<file path="config.mk">
export PLATFORM = sky130hd
export DESIGN_NAME = linear_array_deque_flat
export DESIGN_NICKNAME = d
export VERILOG_FILES = /design/src/rtl/core/ldq_pkg.sv /design/src/rtl/core/ldq_if.sv /design/src/rtl/core/ldq_ctrl.sv /design/src/rtl/core/ldq_dp.sv /design/src/rtl/core/linear_array_deque.sv /design/src/flat_wrapper.sv
export SDC_FILE = /design/constraint.sdc
export NUM_CORES = 2
export LEC_CHECK = 0
export ABC_AREA = 1
export BUFFER_PORTS_ARGS = -buffer_cell sky130_fd_sc_hd__buf_4
export CELL_PAD_IN_SITES_DETAIL_PLACEMENT = 0
export CELL_PAD_IN_SITES_GLOBAL_PLACEMENT = 1
export CORE_AREA = 2 2 449 563
export CTS_BUF_LIST = sky130_fd_sc_hd__clkbuf_16
export DETAILED_ROUTE_END_ITERATION = 8
export DIE_AREA = 0 0 451 565
export PLACE_DENSITY_LB_ADDON = 0.2
export SETUP_SLACK_MARGIN = 0.2
export SLEW_MARGIN = 20
export SYNTH_ARGS = -nofsm -noshare
export SYNTH_HDL_FRONTEND = slang
export SYNTH_SLANG_ARGS = --single-unit
</file>
<file path="constraint.sdc">
create_clock -name i_clk -period 9.2 [get_ports i_clk]
set_clock_uncertainty 0.2 [all_clocks]
set_input_delay 2.76 -clock i_clk [delete_from_list [all_inputs] [get_ports i_clk]]
set_output_delay 2.76 -clock i_clk [all_outputs]
set_load 0.005 [all_outputs]
</file>
<file path="src/rtl/core/ldq_pkg.sv">
// shared types and constants of the linear array deque
package ldq_pkg;

    // array size and derived widths
    localparam int DEPTH = 64;
    localparam int IW    = $clog2(DEPTH);
    localparam int PW    = IW + 2;
    localparam int VW    = 32;

    // position codes
    localparam logic signed [PW-1:0] POS_NONE = '1;
    localparam logic signed [PW-1:0] POS_ZERO = '0;
    localparam logic signed [PW-1:0] POS_LAST = PW'(DEPTH - 1);

    // operation selected by each incoming word
    typedef enum logic [2:0] {
        MODE_PUSH_REAR  = 3'd0,
        MODE_POP_FRONT  = 3'd1,
        MODE_PUSH_FRONT = 3'd2,
        MODE_POP_REAR   = 3'd3,
        MODE_LIST_FRONT = 3'd4,
        MODE_LIST_REAR  = 3'd5
    } t_mode;

    // result status codes
    typedef enum logic [1:0] {
        ST_OK    = 2'd0,
        ST_OVER  = 2'd1,
        ST_UNDER = 2'd2
    } t_status;

    // datapath operations
    typedef enum logic [2:0] {
        DP_NOP,
        DP_PUSH_REAR,
        DP_PUSH_FRONT,
        DP_POP_FRONT,
        DP_POP_REAR,
        DP_LIST_FRONT,
        DP_LIST_REAR,
        DP_STEP
    } t_dp_op;

    // controller states
    typedef enum logic [1:0] {
        S_IDLE,
        S_EXEC,
        S_SEND
    } t_state;

    // commands from controller to datapath
    typedef struct packed {
        logic    capture;
        t_dp_op  op;
        logic    emit_flag;
        t_status flag_status;
        logic    emit_elem;
    } t_dp_cmd;

    // status from datapath to controller
    typedef struct packed {
        logic empty;
        logic rear_full;
        logic front_zero;
        logic list_last;
        logic out_free;
    } t_dp_stat;

endpackage

</file>
<file path="src/rtl/core/ldq_if.sv">
// word channels of the linear array deque
interface ldq_in_if;
    import ldq_pkg::*;

    logic                  valid;
    logic                  ready;
    logic [2:0]            mode;
    logic signed [VW-1:0]  push_value;

    modport source (output valid, output mode, output push_value, input ready);
    modport sink   (input valid, input mode, input push_value, output ready);
endinterface

interface ldq_out_if;
    import ldq_pkg::*;

    logic                  valid;
    logic                  ready;
    t_status               status;
    logic signed [VW-1:0]  element_value;
    logic [IW-1:0]         element_index;
    logic                  last_of_run;

    modport source (output valid, output status, output element_value,
                    output element_index, output last_of_run, input ready);
    modport sink   (input valid, input status, input element_value,
                    input element_index, input last_of_run, output ready);
endinterface

</file>
<file path="src/rtl/core/ldq_ctrl.sv">
// controller state machine of the linear array deque
module ldq_ctrl (
    input  logic             i_clk,
    input  logic             i_rst_n,
    input  logic             i_valid,
    input  logic [2:0]       i_mode,
    output logic             o_ready,
    input  ldq_pkg::t_dp_stat i_stat,
    output ldq_pkg::t_dp_cmd  o_cmd
);
    import ldq_pkg::*;

    t_state r_state, n_state;
    t_mode  r_mode, n_mode;

    // state and mode registers
    always_ff @(posedge i_clk) begin
        if (!i_rst_n) begin
            r_state <= S_IDLE;
            r_mode  <= MODE_PUSH_REAR;
        end else begin
            r_state <= n_state;
            r_mode  <= n_mode;
        end
    end

    // next state and commands
    always_comb begin
        n_state           = r_state;
        n_mode            = r_mode;
        o_ready           = 1'b0;
        o_cmd.capture     = 1'b0;
        o_cmd.op          = DP_NOP;
        o_cmd.emit_flag   = 1'b0;
        o_cmd.flag_status = ST_OK;
        o_cmd.emit_elem   = 1'b0;
        unique case (r_state)
            S_IDLE: begin
                o_ready = 1'b1;
                if (i_valid) begin
                    n_mode        = t_mode'(i_mode);
                    o_cmd.capture = 1'b1;
                    n_state       = S_EXEC;
                end
            end
            S_EXEC: begin
                case (r_mode) inside
                    MODE_PUSH_REAR: begin
                        if (i_stat.out_free) begin
                            o_cmd.emit_flag = 1'b1;
                            n_state         = S_IDLE;
                            if (i_stat.rear_full) begin
                                o_cmd.flag_status = ST_OVER;
                            end else begin
                                o_cmd.op = DP_PUSH_REAR;
                            end
                        end
                    end
                    MODE_PUSH_FRONT: begin
                        if (i_stat.out_free) begin
                            o_cmd.emit_flag = 1'b1;
                            n_state         = S_IDLE;
                            if (i_stat.front_zero) begin
                                o_cmd.flag_status = ST_OVER;
                            end else begin
                                o_cmd.op = DP_PUSH_FRONT;
                            end
                        end
                    end
                    MODE_POP_FRONT, MODE_POP_REAR, MODE_LIST_FRONT, MODE_LIST_REAR: begin
                        if (i_stat.empty) begin
                            // underflow: one flag result
                            if (i_stat.out_free) begin
                                o_cmd.emit_flag   = 1'b1;
                                o_cmd.flag_status = ST_UNDER;
                                n_state           = S_IDLE;
                            end
                        end else begin
                            // start the first read
                            case (r_mode)
                                MODE_POP_FRONT:  o_cmd.op = DP_POP_FRONT;
                                MODE_POP_REAR:   o_cmd.op = DP_POP_REAR;
                                MODE_LIST_FRONT: o_cmd.op = DP_LIST_FRONT;
                                default:         o_cmd.op = DP_LIST_REAR;
                            endcase
                            n_state = S_SEND;
                        end
                    end
                    default: begin
                        // unused codes give no result
                        n_state = S_IDLE;
                    end
                endcase
            end
            S_SEND: begin
                // hand out one element, fetch the next while more remain
                if (i_stat.out_free) begin
                    o_cmd.emit_elem = 1'b1;
                    if (i_stat.list_last) begin
                        n_state = S_IDLE;
                    end else begin
                        o_cmd.op = DP_STEP;
                    end
                end
            end
            default: begin
                n_state = S_IDLE;
            end
        endcase
    end

endmodule

</file>
<file path="src/rtl/core/ldq_dp.sv">
// datapath of the linear array deque: positions, element memory, result register
module ldq_dp (
    input  logic                         i_clk,
    input  logic                         i_rst_n,
    input  ldq_pkg::t_dp_cmd             i_cmd,
    input  logic signed [ldq_pkg::VW-1:0] i_push_value,
    output ldq_pkg::t_dp_stat            o_stat,
    ldq_out_if.source                    o_res
);
    import ldq_pkg::*;

    logic signed [VW-1:0] r_mem [DEPTH];

    logic signed [PW-1:0] r_front, n_front;
    logic signed [PW-1:0] r_rear, n_rear;
    logic signed [VW-1:0] r_value;
    logic signed [VW-1:0] r_rd_data;
    logic [IW-1:0]        r_cursor, n_cursor;
    logic [IW-1:0]        r_count, n_count;
    logic                 r_dir_down, n_dir_down;
    logic                 r_out_valid;
    t_status              r_out_status;
    logic signed [VW-1:0] r_out_value;
    logic [IW-1:0]        r_out_index;
    logic                 r_out_last;

    logic                 wr_en;
    logic [IW-1:0]        wr_addr;
    logic                 rd_en;
    logic [IW-1:0]        rd_addr;
    logic signed [PW-1:0] rear_inc;
    logic signed [PW-1:0] front_dec;
    logic [IW-1:0]        step_pos;
    logic [IW-1:0]        span;

    assign rear_inc  = r_rear + PW'(1);
    assign front_dec = r_front - PW'(1);
    assign step_pos  = r_dir_down ? (r_cursor - IW'(1)) : (r_cursor + IW'(1));
    assign span      = IW'(r_rear - r_front);

    // status toward the controller
    assign o_stat.empty      = (r_rear == POS_NONE) || (r_front > r_rear);
    assign o_stat.rear_full  = (r_rear >= POS_LAST);
    assign o_stat.front_zero = (r_front == POS_ZERO);
    assign o_stat.list_last  = (r_count == '0);
    assign o_stat.out_free   = !r_out_valid || o_res.ready;

    // position updates and memory addressing
    always_comb begin
        n_front    = r_front;
        n_rear     = r_rear;
        n_cursor   = r_cursor;
        n_count    = r_count;
        n_dir_down = r_dir_down;
        wr_en      = 1'b0;
        wr_addr    = rear_inc[IW-1:0];
        rd_en      = 1'b0;
        rd_addr    = r_front[IW-1:0];
        unique case (i_cmd.op)
            DP_NOP: begin
            end
            DP_PUSH_REAR: begin
                if (r_front == POS_NONE) begin
                    n_front = POS_ZERO;
                end
                n_rear  = rear_inc;
                wr_en   = 1'b1;
                wr_addr = rear_inc[IW-1:0];
            end
            DP_PUSH_FRONT: begin
                wr_en = 1'b1;
                if (r_front == POS_NONE) begin
                    n_front = POS_LAST;
                    n_rear  = POS_LAST;
                    wr_addr = POS_LAST[IW-1:0];
                end else begin
                    n_front = front_dec;
                    wr_addr = front_dec[IW-1:0];
                end
            end
            DP_POP_FRONT: begin
                rd_en    = 1'b1;
                rd_addr  = r_front[IW-1:0];
                n_cursor = r_front[IW-1:0];
                n_count  = '0;
                n_front  = r_front + PW'(1);
            end
            DP_POP_REAR: begin
                rd_en    = 1'b1;
                rd_addr  = r_rear[IW-1:0];
                n_cursor = r_rear[IW-1:0];
                n_count  = '0;
                n_rear   = r_rear - PW'(1);
            end
            DP_LIST_FRONT: begin
                rd_en      = 1'b1;
                rd_addr    = r_front[IW-1:0];
                n_cursor   = r_front[IW-1:0];
                n_count    = span;
                n_dir_down = 1'b0;
            end
            DP_LIST_REAR: begin
                rd_en      = 1'b1;
                rd_addr    = r_rear[IW-1:0];
                n_cursor   = r_rear[IW-1:0];
                n_count    = span;
                n_dir_down = 1'b1;
            end
            DP_STEP: begin
                rd_en    = 1'b1;
                rd_addr  = step_pos;
                n_cursor = step_pos;
                n_count  = r_count - IW'(1);
            end
        endcase
    end

    // element memory, one write and one registered read
    always_ff @(posedge i_clk) begin
        if (wr_en) begin
            r_mem[wr_addr] <= r_value;
        end
        if (rd_en) begin
            r_rd_data <= r_mem[rd_addr];
        end
    end

    // positions
    always_ff @(posedge i_clk) begin
        if (!i_rst_n) begin
            r_front <= POS_NONE;
            r_rear  <= POS_NONE;
        end else begin
            r_front <= n_front;
            r_rear  <= n_rear;
        end
    end

    // captured value and walk state
    always_ff @(posedge i_clk) begin
        if (i_cmd.capture) begin
            r_value <= i_push_value;
        end
        r_cursor   <= n_cursor;
        r_count    <= n_count;
        r_dir_down <= n_dir_down;
    end

    // result register valid
    always_ff @(posedge i_clk) begin
        if (!i_rst_n) begin
            r_out_valid <= 1'b0;
        end else if (i_cmd.emit_flag || i_cmd.emit_elem) begin
            r_out_valid <= 1'b1;
        end else if (o_res.ready) begin
            r_out_valid <= 1'b0;
        end
    end

    // result register payload
    always_ff @(posedge i_clk) begin
        if (i_cmd.emit_flag) begin
            r_out_status <= i_cmd.flag_status;
            r_out_value  <= '0;
            r_out_index  <= '0;
            r_out_last   <= 1'b1;
        end else if (i_cmd.emit_elem) begin
            r_out_status <= ST_OK;
            r_out_value  <= r_rd_data;
            r_out_index  <= r_cursor;
            r_out_last   <= (r_count == '0);
        end
    end

    assign o_res.valid         = r_out_valid;
    assign o_res.status        = r_out_status;
    assign o_res.element_value = r_out_value;
    assign o_res.element_index = r_out_index;
    assign o_res.last_of_run   = r_out_last;

endmodule

</file>
<file path="src/rtl/core/linear_array_deque.sv">
// top level of the linear array deque
//
//  channel  dir  handshake      payload
//  i_cmd    in   valid / ready  mode, push_value
//  o_res    out  valid / ready  status, element_value, element_index, last_of_run
//
// a push completes in S_EXEC, a pop or list reads there and sends from S_SEND; while o_res
// is ready the single read port of the element memory gives one element a cycle
// a new word is taken only after the previous one has all results in the
// result register; a stalled o_res holds the controller in place
// reset sets front and rear to minus one; the element memory is not cleared
module linear_array_deque (
    input  logic      i_clk,
    input  logic      i_rst_n,
    ldq_in_if.sink    i_cmd,
    ldq_out_if.source o_res
);
    import ldq_pkg::*;

    t_dp_cmd  dp_cmd;
    t_dp_stat dp_stat;
    logic     cmd_ready;

    assign i_cmd.ready = cmd_ready;

    // controller
    ldq_ctrl u_ctrl (
        .i_clk   (i_clk),
        .i_rst_n (i_rst_n),
        .i_valid (i_cmd.valid),
        .i_mode  (i_cmd.mode),
        .o_ready (cmd_ready),
        .i_stat  (dp_stat),
        .o_cmd   (dp_cmd)
    );

    // datapath
    ldq_dp u_dp (
        .i_clk        (i_clk),
        .i_rst_n      (i_rst_n),
        .i_cmd        (dp_cmd),
        .i_push_value (i_cmd.push_value),
        .o_stat       (dp_stat),
        .o_res        (o_res)
    );

endmodule

</file>
<file path="src/flat_wrapper.sv">
// flat-port wrapper written by rule: the top's interface ports become plain ports
module linear_array_deque_flat import ldq_pkg::*;
  (i_clk, i_rst_n, i_cmd_valid, i_cmd_mode, i_cmd_push_value, i_cmd_ready, o_res_valid, o_res_status, o_res_element_value, o_res_element_index, o_res_last_of_run, o_res_ready);
  ldq_in_if i_cmd_i ();
  ldq_out_if o_res_i ();
  input  logic i_clk;
  input  logic i_rst_n;
  input wire logic [$bits(i_cmd_i.valid)-1:0] i_cmd_valid;
  input wire logic [$bits(i_cmd_i.mode)-1:0] i_cmd_mode;
  input wire logic [$bits(i_cmd_i.push_value)-1:0] i_cmd_push_value;
  output wire logic [$bits(i_cmd_i.ready)-1:0] i_cmd_ready;
  output wire logic [$bits(o_res_i.valid)-1:0] o_res_valid;
  output wire logic [$bits(o_res_i.status)-1:0] o_res_status;
  output wire logic [$bits(o_res_i.element_value)-1:0] o_res_element_value;
  output wire logic [$bits(o_res_i.element_index)-1:0] o_res_element_index;
  output wire logic [$bits(o_res_i.last_of_run)-1:0] o_res_last_of_run;
  input wire logic [$bits(o_res_i.ready)-1:0] o_res_ready;
  assign i_cmd_i.valid = i_cmd_valid;
  assign i_cmd_i.mode = i_cmd_mode;
  assign i_cmd_i.push_value = i_cmd_push_value;
  assign i_cmd_ready = i_cmd_i.ready;
  assign o_res_valid = o_res_i.valid;
  assign o_res_status = o_res_i.status;
  assign o_res_element_value = o_res_i.element_value;
  assign o_res_element_index = o_res_i.element_index;
  assign o_res_last_of_run = o_res_i.last_of_run;
  assign o_res_i.ready = o_res_ready;
  linear_array_deque u_core (.i_clk(i_clk), .i_rst_n(i_rst_n), .i_cmd(i_cmd_i), .o_res(o_res_i));
endmodule
</file>
==> impl_metrics.py <==
metrics = {
    "power": {
        "power_density_nw_per_um2": 312,
        "clkPwrFrac_pct": 26.3,
        "power_mw": 34.1,
        "ir_drop_mv": 0.294,
        "power_switching_mw": 13.8,
        "seqPwrFrac_pct": 35.9,
        "switching_share_pct": 40.4,
        "power_leakage_nw": 45.8,
        "comb_power_share_pct": 37.8,
        "internal_power_mw": 20.3,
    },
    "route": {
        "highest_layer": "met5",
        "drc": 0,
        "vias": 66800,
        "post_drt_wl_per_cell_um": 24.8,
        "drt_pass1_iterations": 6,
        "wl_um": 319000,
        "drtIter0Drc": 6509,
        "dr_wl_met2_um": 159000,
        "wl_met3_um": 17800,
        "viasPerCell": 5.19,
        "ant_nets": 0,
        "met1_length_um": 132000,
    },
    "placed_design": {
        "dp.cells": 12500,
        "place_congestion": 0.826,
        "dpl.hpwl_um": 175000,
        "io_buffers": 81,
        "place_area_um2": 102000,
        "dp_worst_setup_slack_ps": 1350,
    },
    "floorplan": {
        "rows": 205,
        "core-area_um2": 249000,
        "initial_core_util_pct": 38.9,
        "die-area_um2": 255000,
        "num_io_pins": 82,
        "die_h_um": 565,
        "die_w_um": 451,
    },
    "sta": {
        "tightest_slew_ps": 1150,
        "max_freq_mhz": 143,
        "holdWs_ps": 308,
        "grt_setup_unrepaired": "false",
        "slew_headroom_pct": 23.2,
        "finalSetupViolations": 0,
        "fin_crit_sh_pct": 76.2,
        "fin_setup_tns_ps": 0,
        "worst_slack_ps": 2190,
        "drv_slew": 0,
        "finalHoldViolCount": 0,
        "period_minus_slack_ps": 7010,
    },
    "critical_path": {
        "crit_type": "input port to register",
        "rr_startpoint": "u_core.u_dp.r_front[4]",
        "critPathMaxFanout": 20,
        "reg2reg_to": "u_core.u_dp.r_mem[26][28]",
        "cp-end-kind": "register",
        "cp.required_ps": 9570,
        "endpoint": "u_core.u_dp.r_mem[26][28]",
        "crit_arrival_ps": 7380,
        "r2r_slack_ps": 2870,
        "r2r_cells": 23,
        "start_kind": "input port",
        "crit_path_start": "o_res_ready",
    },
    "clock_tree": {
        "cts.clk_slew.worst_paths_ps": 60,
        "htreeDepth": 4,
        "cts_tree": "built",
        "insertion_delay_ps": 890,
        "cts_setup_buffers": 0,
        "holdBufCountCts": 0,
        "cts_buffer_depth": 4,
        "cts_made_buffers": 232,
        "ctsResizeCount": 0,
        "cts.sinks": 2188,
        "cts_root_buf": "clkbuf_16",
    },
    "logic_synthesis": {
        "ys_warn_count": 0,
        "avgSynthCellArea_um2": 10.3,
        "syn_area_um2": 96800,
        "synthCells": 9368,
        "seq_area_frac_synth_pct": 67.2,
        "synth-seq-cells": 2188,
        "synth_nets": 9435,
        "synth.distinct_cells": 49,
    },
    "finish": {
        "nets": 9440,
        "fin_cells": 12900,
        "final_common_cell": "edfxtp_1",
        "post-route-util_pct": 43.8,
        "area_growth_syn_to_layout_pct": 12.6,
        "final_area_um2": 109000,
        "drive_gt1_share_pct": 7.91,
        "mostFrequentLayoutCells": "edfxtp_1 (2127), inv_1 (2061), nand2_1 (1979)",
    },
    "global_route": {
        "grt_pass1_vias": 65100,
        "grt_usage_pct": 24.7,
        "grt-ovfl-total": 0,
        "antenna_found_initial": 9,
        "grt_pass1_wl_um": 462000,
        "grt_max_degree": 185,
    },
    "hold_path": {
        "hold_class": "register to register",
    },
    "flow_run": {
        "cap_violations": 0,
    },
    "outcome": {
        "outcome": "finished, final reports clean",
    },
}
-- synthesized netlist by cell type (all sizes together) --
cell type	count	area (um^2)
xor2	19	166
nand3	1949	9790
o32ai	2	17.5
o311ai	3	26.3
nand4	330	2080
clkbuf	158	593
or2	39	244
o21ai	29	149
o22ai	6	37.5
o221ai	2	17.5
fa	2	40.0
dfxtp	61	1220
xnor2	7	61.3
nand3b	1	7.51
a21oi	39	210
edfxtp	2127	63900
nor3	13	65.1
ha	26	325
a221oi	1	8.76
a21boi	1	7.51
a31oi	1	6.26
clkinv	2	7.51
and2	1	8.76
a21o	2	15.0
and3	1	6.26
o2111ai	2	17.5
nor2	104	403
buf	375	1980
nor4	7	50.1
inv	2033	7630
o211ai	42	315
a211oi	2	15.0
nand2	1981	7450
-- kinds of logic (layout without fill, tap and decap cells) --
logic type,Yosys count,count (layout),share of synthesized area (%)
adders and majority gates,28,28,0.377
xor gates and xnor gates,26,26,0.235
AOI/OAI and AO/OA,132,132,0.871
DFF,2188,2188,67.2
other,0,3,0
and+or+nand+nor,4426,4426,20.8
buffers and inverters,2568,2760,10.5
-- state kept, by name, summed over array words and instances (netlist names) --
signal / count
u_core.u_dp.r_cursor: 6
u_core.u_dp.o_res.element_value: 32
u_core.u_dp.o_res.element_index: 6
u_core.u_dp.r_rear: 8
u_core.u_dp.o_res.valid: 1
u_core.u_dp.r_dir_down: 1
u_core.u_ctrl.r_state: 2
u_core.u_dp.o_res.last_of_run: 1
u_core.u_dp.r_value: 32
u_core.u_dp.r_rd_data: 32
u_core.u_dp.r_front: 8
u_core.u_ctrl.r_mode: 3
u_core.u_dp.r_count: 6
u_core.u_dp.o_res.status: 2
u_core.u_dp.r_mem: 2048
-- worst max-delay path, cell delays in order --
cell     delay, ps
buf_4          120
nor2_2         290
nor2_1         100
nand2_1         80
nand2_1        100
nand2_1        110
nand2_1        100
nor2_1         150
inv_2           60
nor2_2         480
nand2_1        140
nand2_1        290
inv_1          190
nor2_1         180
nand3_1        730
nor2_4        1100
buf_4          340
-- final cells by class --
class                   count  area, um^2
fillers                 23300      140000
flip-flops and latches   2188       65100
multi-input cells        4612       22100
inverters                2035        7650
clock buffers             237        5930
well taps                3312        4140
repair buffers            304        2930
clock inverters           184        1160
diodes                      3        7.51
-- metal layers --
layer / vias up / global-route usage, %
li1: 30900 / -
met1: 33200 / 32.0
met2: 2148 / 43.2
met3: 499 / 2.89
met4: 2 / 8.01
met5: - / 0
-- power groups by stage --
stage | Clock [mW] | Sequential [mW] | Combinational [mW]
CTS | 9.13 | 12.2 | 13.0
floorplan | 0 | 12.6 | 7.31
global placement | 0 | 12.4 | 12.9
finish | 8.96 | 12.2 | 12.9
detailed placement | 0 | 12.4 | 12.9
global route | 9.48 | 12.2 | 13.9
-- worst min path at each step --
stage                                         end  slack [ps]  cells after the start                      from
2_1_floorplan  u_core.u_dp.o_res.element_value[0]         260                      2  u_core.u_dp.r_rd_data[0]
3_3_place_gp              u_core.u_ctrl.r_mode[0]         300                      2   u_core.u_ctrl.r_mode[0]
3_5_place_dp              u_core.u_ctrl.r_mode[0]         300                      2   u_core.u_ctrl.r_mode[0]
4_1_cts                   u_core.u_ctrl.r_mode[0]         310                      2   u_core.u_ctrl.r_mode[0]
5_1_grt                   u_core.u_ctrl.r_mode[0]         340                      2   u_core.u_ctrl.r_mode[0]
6_report                  u_core.u_ctrl.r_mode[0]         310                      2   u_core.u_ctrl.r_mode[0]
Power figures use the tool's default switching activity.
